===== src/hw/rtl/bcdd_pkg.sv =====
// ----------------------------------------------------------------------------
// bcdd_pkg
// Shared types and constants for the BCD digit display driver.
// ----------------------------------------------------------------------------
`default_nettype none

package bcdd_pkg;

   // Digit positions on the display.
   localparam int DISPLAY_DIGITS = 3;
   // Most results that one request may cause.
   localparam int MAX_RESULTS    = 3;
   // Digits that can be converted and shown.
   localparam int USABLE_DIGITS  = (DISPLAY_DIGITS > MAX_RESULTS) ? MAX_RESULTS
                                                                  : DISPLAY_DIGITS;
   localparam int IDX_W          = (USABLE_DIGITS > 1) ? $clog2(USABLE_DIGITS) : 1;

   localparam int VALUE_W        = 32;
   localparam int COUNT_W        = 4;
   localparam int INDEX_W        = 2;
   localparam int BCD_W          = 4;

   localparam logic [COUNT_W-1:0] COUNT_RESET = 4'd3;

   // Register map.
   localparam logic [2:0] ADDR_DIGIT_COUNT = 3'd0;

   // Reciprocal of ten: floor(v / 10) == (v * RECIP_TEN) >> RECIP_SHIFT for any 32-bit v.
   localparam logic [VALUE_W-1:0] RECIP_TEN   = 32'hCCCC_CCCD;
   localparam int                 RECIP_SHIFT = 35;

   typedef logic [BCD_W-1:0] bcd_type;
   typedef bcd_type [USABLE_DIGITS-1:0] digits_type;

   // Data handed from one conversion cell to the next.
   typedef struct packed {
      logic [VALUE_W-1:0] value;
      digits_type         digits;
   } stage_type;

endpackage

`default_nettype wire


===== src/hw/rtl/bcdd_emit.sv =====
// ----------------------------------------------------------------------------
// bcdd_emit
// Result stage: holds the converted digits of one request and sends one
// result per digit, units first, or a single error result.
// ----------------------------------------------------------------------------
`default_nettype none

module bcdd_emit import bcdd_pkg::*; (
   input  wire logic               clock,
   input  wire logic               reset,
   input  wire logic [COUNT_W-1:0] digit_count,
   input  wire logic               up_valid,
   output logic                    up_ready,
   input  wire stage_type          up_data,
   output logic                    rsp_valid,
   input  wire logic               rsp_ready,
   output logic [INDEX_W-1:0]      rsp_digit_index,
   output logic [BCD_W-1:0]        rsp_digit_code,
   output logic                    rsp_count_error,
   output logic                    rsp_last_digit
);

   logic             valid_ff;
   logic             valid_in;
   logic [IDX_W-1:0] idx_ff;
   logic [IDX_W-1:0] idx_in;
   digits_type       digits_ff;
   logic             count_error;
   logic             is_last;
   logic             load;

   assign count_error = digit_count > COUNT_W'(USABLE_DIGITS);
   assign is_last     = count_error ||
                        ((COUNT_W'(idx_ff) + COUNT_W'(1)) == digit_count);
   assign up_ready    = !valid_ff || (rsp_ready && is_last);
   assign load        = up_valid && up_ready;

   always_comb begin
      valid_in = valid_ff;
      idx_in   = idx_ff;
      if (load) begin
         // A count of zero produces no result, so the request is dropped here.
         valid_in = digit_count != '0;
         idx_in   = '0;
      end else if (valid_ff && rsp_ready) begin
         valid_in = !is_last;
         idx_in   = idx_ff + IDX_W'(1);
      end
   end

   always_ff @(posedge clock) begin
      if (reset) begin
         valid_ff <= 1'b0;
         idx_ff   <= '0;
      end else begin
         valid_ff <= valid_in;
         idx_ff   <= idx_in;
      end
   end

   always_ff @(posedge clock) begin
      if (load) begin
         digits_ff <= up_data.digits;
      end
   end

   assign rsp_valid       = valid_ff;
   assign rsp_digit_index = count_error ? '0 : INDEX_W'(idx_ff);
   assign rsp_digit_code  = count_error ? '0 : digits_ff[idx_ff];
   assign rsp_count_error = count_error;
   assign rsp_last_digit  = is_last;

   a_idx_in_range: assert property (@(posedge clock) disable iff (reset)
      valid_ff |-> (COUNT_W'(idx_ff) < COUNT_W'(USABLE_DIGITS)))
      else $error("digit pointer beyond converted digits");

   a_error_single: assert property (@(posedge clock) disable iff (reset)
      (rsp_valid && rsp_count_error) |-> (rsp_last_digit && (idx_ff == '0)))
      else $error("error result is not a single final result");

   a_code_bcd: assert property (@(posedge clock) disable iff (reset)
      (rsp_valid && !rsp_count_error) |-> (rsp_digit_code <= BCD_W'(9)))
      else $error("digit code is not a decimal digit");

   a_advance: assert property (@(posedge clock) disable iff (reset)
      (rsp_valid && rsp_ready && !rsp_last_digit) |=> (rsp_valid &&
         (idx_ff == $past(idx_ff) + IDX_W'(1))))
      else $error("digit sequence did not advance");

endmodule

`default_nettype wire


===== config.mk =====
export PLATFORM = sky130hd
export DESIGN_NAME = bcdd_emit
export DESIGN_NICKNAME = d
export VERILOG_FILES = /design/src/hw/rtl/bcdd_pkg.sv /design/src/hw/rtl/bcdd_emit.sv
export SDC_FILE = /design/constraint.sdc
export NUM_CORES = 1
export LEC_CHECK = 0
export ABC_AREA = 1
export BUFFER_PORTS_ARGS = -buffer_cell sky130_fd_sc_hd__buf_2
export CAP_MARGIN = 25
export CORE_ASPECT_RATIO = 1.4
export CORE_UTILIZATION = 40
export DETAILED_ROUTE_END_ITERATION = 12
export PLACE_DENSITY = 0.91
export SLEW_MARGIN = 20
export SYNTH_ARGS = -nofsm -noshare
export SYNTH_HDL_FRONTEND = slang
export SYNTH_SLANG_ARGS = --single-unit
export TNS_END_PERCENT = 30

===== constraint.sdc =====
create_clock -name clock -period 5.05 [get_ports clock]
set_input_delay 0.2525 -clock clock [delete_from_list [all_inputs] [get_ports clock]]
set_output_delay 0.2525 -clock clock [all_outputs]
set_load 0.005 [all_outputs]

# Word-level counts from Yosys, hierarchy flattened
# Cells that the tools add are included.
[word_totals]
register_bits = 15
latch_bits = 0
ramBits = 0
mem_bits_ro = 0
input_bits = 52
out_inout_bits = 10
wordCells = 26
mem_count = 0
[classes]
addsub = 2
multipliers = 0
div = 0
order_cmp = 2
n_eq_ne = 1
shifts = 0
mux = 6
bitwise_logic = 0
n_reduce_logical = 10
[op_table]
columns = ["operator", "count"]
rows = [
  ["$bmux 4 s2", 1],
  ["$mux 4", 2],
  ["$eq 3x4->1", 1],
  ["$gt 4x2->1 const B", 1],
  ["$reduce_bool 4->1", 1],
  ["$add 2x1->3 const B", 1],
  ["$logic_and 1x1->1", 3],
  ["$lt 2x3->1 const B", 1],
  ["$add 2x1->2 const B", 1],
  ["$logic_not 1->1", 2],
  ["$logic_or 1x1->1", 2],
  ["$mux 1", 2],
  ["$mux 2", 1],
  ["$reduce_bool 2->1", 1],
  ["$reduce_or 2->1", 1],
]

# Longest topological paths before layout
[depth]
depth_word = 7
ltp_mapped = 9
ltp_nobuf = 8

# Worst setup path after synthesis
# OpenSTA, ideal clock, no wires.
[synth_path]
path_kind = "register to register"
startpoint = "register idx_ff[0]"
endpoint = "register digits_ff[0] (netlist name) (enable)"
setup_time_ns = 0.344
t_arrival_ns = 1.273
required_ns = 4.706
path_slack_ns = 3.433
stages_incl_launch_ff = 8
path_buffers = 0
period_less_slack_ns = 1.617
cell_sequence = "dfxtp_1 > ha_1 > inv_1 > a21oi_1 > nand3_2 > nand3_2 > nand3_2 > inv_1"
[synth_between]
elab_chain_cells = 6
[synth_lines]
columns = ["item", "line_no", "rtl"]
rows = [
  ["start: declaration", "bcdd_emit.sv:25", "logic [IDX_W-1:0] idx_ff;"],
  ["start signal: assignment", "bcdd_emit.sv:57", "idx_ff <= idx_in;"],
  ["$add 2x1->3", "bcdd_emit.sv:34", "((COUNT_W'(idx_ff) + COUNT_W'(1)) == digit_count);"],
  ["$eq 3x4->1", "bcdd_emit.sv:34", ""],
  ["$logic_or 1x1->1", "bcdd_emit.sv:33", "assign is_last = count_error ||"],
  ["$logic_and 1x1->1", "bcdd_emit.sv:35", "assign up_ready = !valid_ff || (rsp_ready && is_last);"],
  ["$logic_or 1x1->1", "bcdd_emit.sv:35", ""],
  ["$logic_and 1x1->1", "bcdd_emit.sv:36", "assign load = up_valid && up_ready;"],
  ["net load", "bcdd_emit.sv:30", "logic load;"],
  ["end signal: assignment", "bcdd_emit.sv:63", "digits_ff <= up_data.digits;"],
  ["end: declaration", "bcdd_emit.sv:27", "digits_type digits_ff;"],
]
# The timed path passes the listed nets, and every way through them passes these cells.
# A chain may end at the register's enable or synchronous reset.

# Final worst setup path
[layout_path]
startpoint = "register idx_ff[0]"
endpoint = "register digits_ff[10] (netlist name) (enable)"
# Same word-level chain as after synthesis.

==> metrics.csv <==
stage,metric,value,unit
outcome,status,completed,
sta,rsz0062_at_grt,false,
die,initial_utilization,44.6,%
grt,grt_antenna_before_repair,0,
setup_path,crit_type,flop to flop,
cells_and_area,layout_common_cells,"buf_2, nor2_1, edfxtp_1",
setup_path,crit_buf_inv,2,
place,portBuffers,29,
route,first_pass_iters,4,
pwr,ir_worst_vdd,0.195,mV
pwr,powerDensity,263,nW/um^2
place,place_ws,3.12,ns
route,wire_per_inst,10.5,um
die,core,1640,um^2
clocking,cts_resized,0,
route,drt_iter0_markers,9,
clocking,clock-sinks,15,
place,dp_cells,120,
synth,synth-seq-cells,15,
cells_and_area,final_area,911,um^2
synth,yosysTopAreaCell,edfxtp_1,
route,avgViaCountPerCell,4.65,
pwr,p_leak,0.420,nW
sta,min_period,1.94,ns
setup_path,worstSetupEndpoint,digits_ff[10],
cells_and_area,layout-drive-gt1-share,40.0,%
setup_path,cp_common_cell,nand3_2,
sta,drv_slew,0,
setup_path,end_kind,flop,
synth,synth_area_per_cell,9.87,um^2
sta,max_freq,0.515,GHz
sta,hold_viol_final,0,
setup_path,cp_top_family,flip-flops,
place,dpl.hpwl,1.06,mm
setup_path,crit_path_start,idx_ff[0],
clocking,hold_buffers,0,
hold_path,hold_path_class,primary input to flop,
setup_path,crit_chain,"ha_1, inv_1, a21oi_1, nand3_2, nand3_2, nand3_2, inv_1",
clocking,cts_setup_buffers,0,
synth,synth_seq_area_share,57.5,%
grt,grt_pass1_wl,2.02,mm
sta,max_slew.worst_pin.slew,0.430,ns
grt,track_usage,15.0,%
cells_and_area,nNetsFinal,159,
synth,synth_nets,127,
sta,slew_headroom,71.3,%
synth,synth_cell_types,20,
grt,grt_pass1_vias,513,
setup_path,crit_fanout,12,
sta,tns,0,ns
die,die_w,38.1,um
die,row_count,17,
setup_path,r2r_end,digits_ff[10],
clocking,clk_latency,0.27,ns
cells_and_area,final_common_cell,buf_2,
setup_path,crit_slowest_cell,dfxtp_1,
setup_path,cp_num_cells,7,
cells_and_area,synthToLayoutAreaGrowth,24.7,%
die,die-area,2000,um^2
clocking,cts.clk_slew.worst_paths,0.08,ns
die,ios,62,
setup_path,cpPeakStageDelay,0.42,ns
cells_and_area,n_fill_cell,139,
synth,netlist_area,731,um^2
die,die_h,52.6,um
route,vias,577,
grt,grt_max_degree,13,
job,maxCapViolCount,0,
sta,clock_skew,0.00121,ns
synth,yosysWarnings,0,
cells_and_area,fin_cells,124,
clocking,cts_root_buf,clkbuf_4,
setup_path,r2r-start,idx_ff[0],
synth,synthTopCellsByArea,"edfxtp_1, dfxtp_1, nor2_1",
sta,timing.final.ws_setup,3.11,ns
clocking,htree_levels,1,
route,final_antenna_net_count,0,
synth,syn_inst,74,
grt,overflow,0,
clocking,cts_tree,done,
setup_path,cp.arrival,1.87,ns
place,routabilityCongestion,0.754,
synth,yosysTopAreaCellShare,49.3,%
sta,finalCritPeriodShare,38.5,%
clocking,numCtsBuffers,3,
setup_path,reg2reg_depth,7,
sta,finalSetupViolCount,0,
clocking,cts_buffer_depth,2,
place,place_area,883,um^2
cells_and_area,n_antenna_cell,0,
pwr,design_power_total,0.000239,W
route,drc,0,
setup_path,start_kind,flop,
setup_path,worstPathRequired,4.98,ns
setup_path,ff2ff_setup_slack,3.11,ns
route,finalWirelength,1.31,mm
-- registers in the layout (all words and copies together), names as in the netlist --
name and flops:
rsp_valid 1, idx_ff 2, digits_ff 12
-- synthesized netlist by cell type (all sizes together) --
| cell | n |
|---|---|
| xor2 | 1 |
| nor2 | 13 |
| dfxtp | 3 |
| o31ai | 1 |
| buf | 2 |
| nand2 | 11 |
| ha | 1 |
| edfxtp | 12 |
| nand3 | 8 |
| a21oi | 5 |
| o21ai | 5 |
| inv | 12 |
-- worst min-delay path by stage --
stage | start | end | slack [ns] | cells after the start
3_3_place_gp | up_data[3] | digits_ff[3] | 0.43 | 1
3_5_place_dp | up_data[0] | digits_ff[0] | 0.43 | 1
5_1_grt | up_data[7] | digits_ff[7] | 0.13 | 1
4_1_cts | up_data[1] | digits_ff[1] | 0.14 | 1
6_report | up_data[1] | digits_ff[1] | 0.15 | 1
2_1_floorplan | up_data[0] | digits_ff[0] | 0.35 | 0
-- per-layer routing --
metal	vias to the layer above	part of all wire, %	global-route usage, %
met3	4	3.8	1.28
met2	18	57	26.8
li1	302	-	-
met4	0	2.9	10.7
met5	-	0	0
met1	253	36	15.5
-- metrics by stage --
step	hold WS [ns]	util [%]
2_1_floorplan	0.351	-
3_3_place_gp	0.430	53.9
3_5_place_dp	0.431	53.9
4_1_cts	0.137	55.6
5_1_grt	0.128	55.6
6_report	0.149	55.6
-- layout make-up --
type / count / area, um^2 / share of cell area (%)
Timing Repair Buffer: 29 / 145 / 15.9
Inverter: 12 / 50.0 / 5.49
Tap cell: 19 / 23.8 / 2.61
Multi-Input combinational cell: 45 / 244 / 26.8
Clock inverter: 1 / 5.00 / 0.549
Sequential cell: 15 / 420 / 46.2
Clock buffer: 3 / 22.5 / 2.47
-- report_power, final --
part	internal, W	leakage (nW)	switching (W)
clock	0.0000293	0.0177	0.0000332
sequential	0.000142	0.140	0.00000344
combinational	0.0000141	0.262	0.0000173
-- logic make-up after synthesis --
| kind of cell | after synthesis | share of synthesized area [%] |
|---|---|---|
| xor gates and xnor gates | 1 | 1.20 |
| and+or+nand+nor | 32 | 22.6 |
| adders and majority gates | 1 | 1.71 |
| buffers and inverters | 14 | 9.07 |
| AOI/OAI and AO/OA | 11 | 7.88 |
| DFF | 15 | 57.5 |
(Power assumes the default switching activity.)
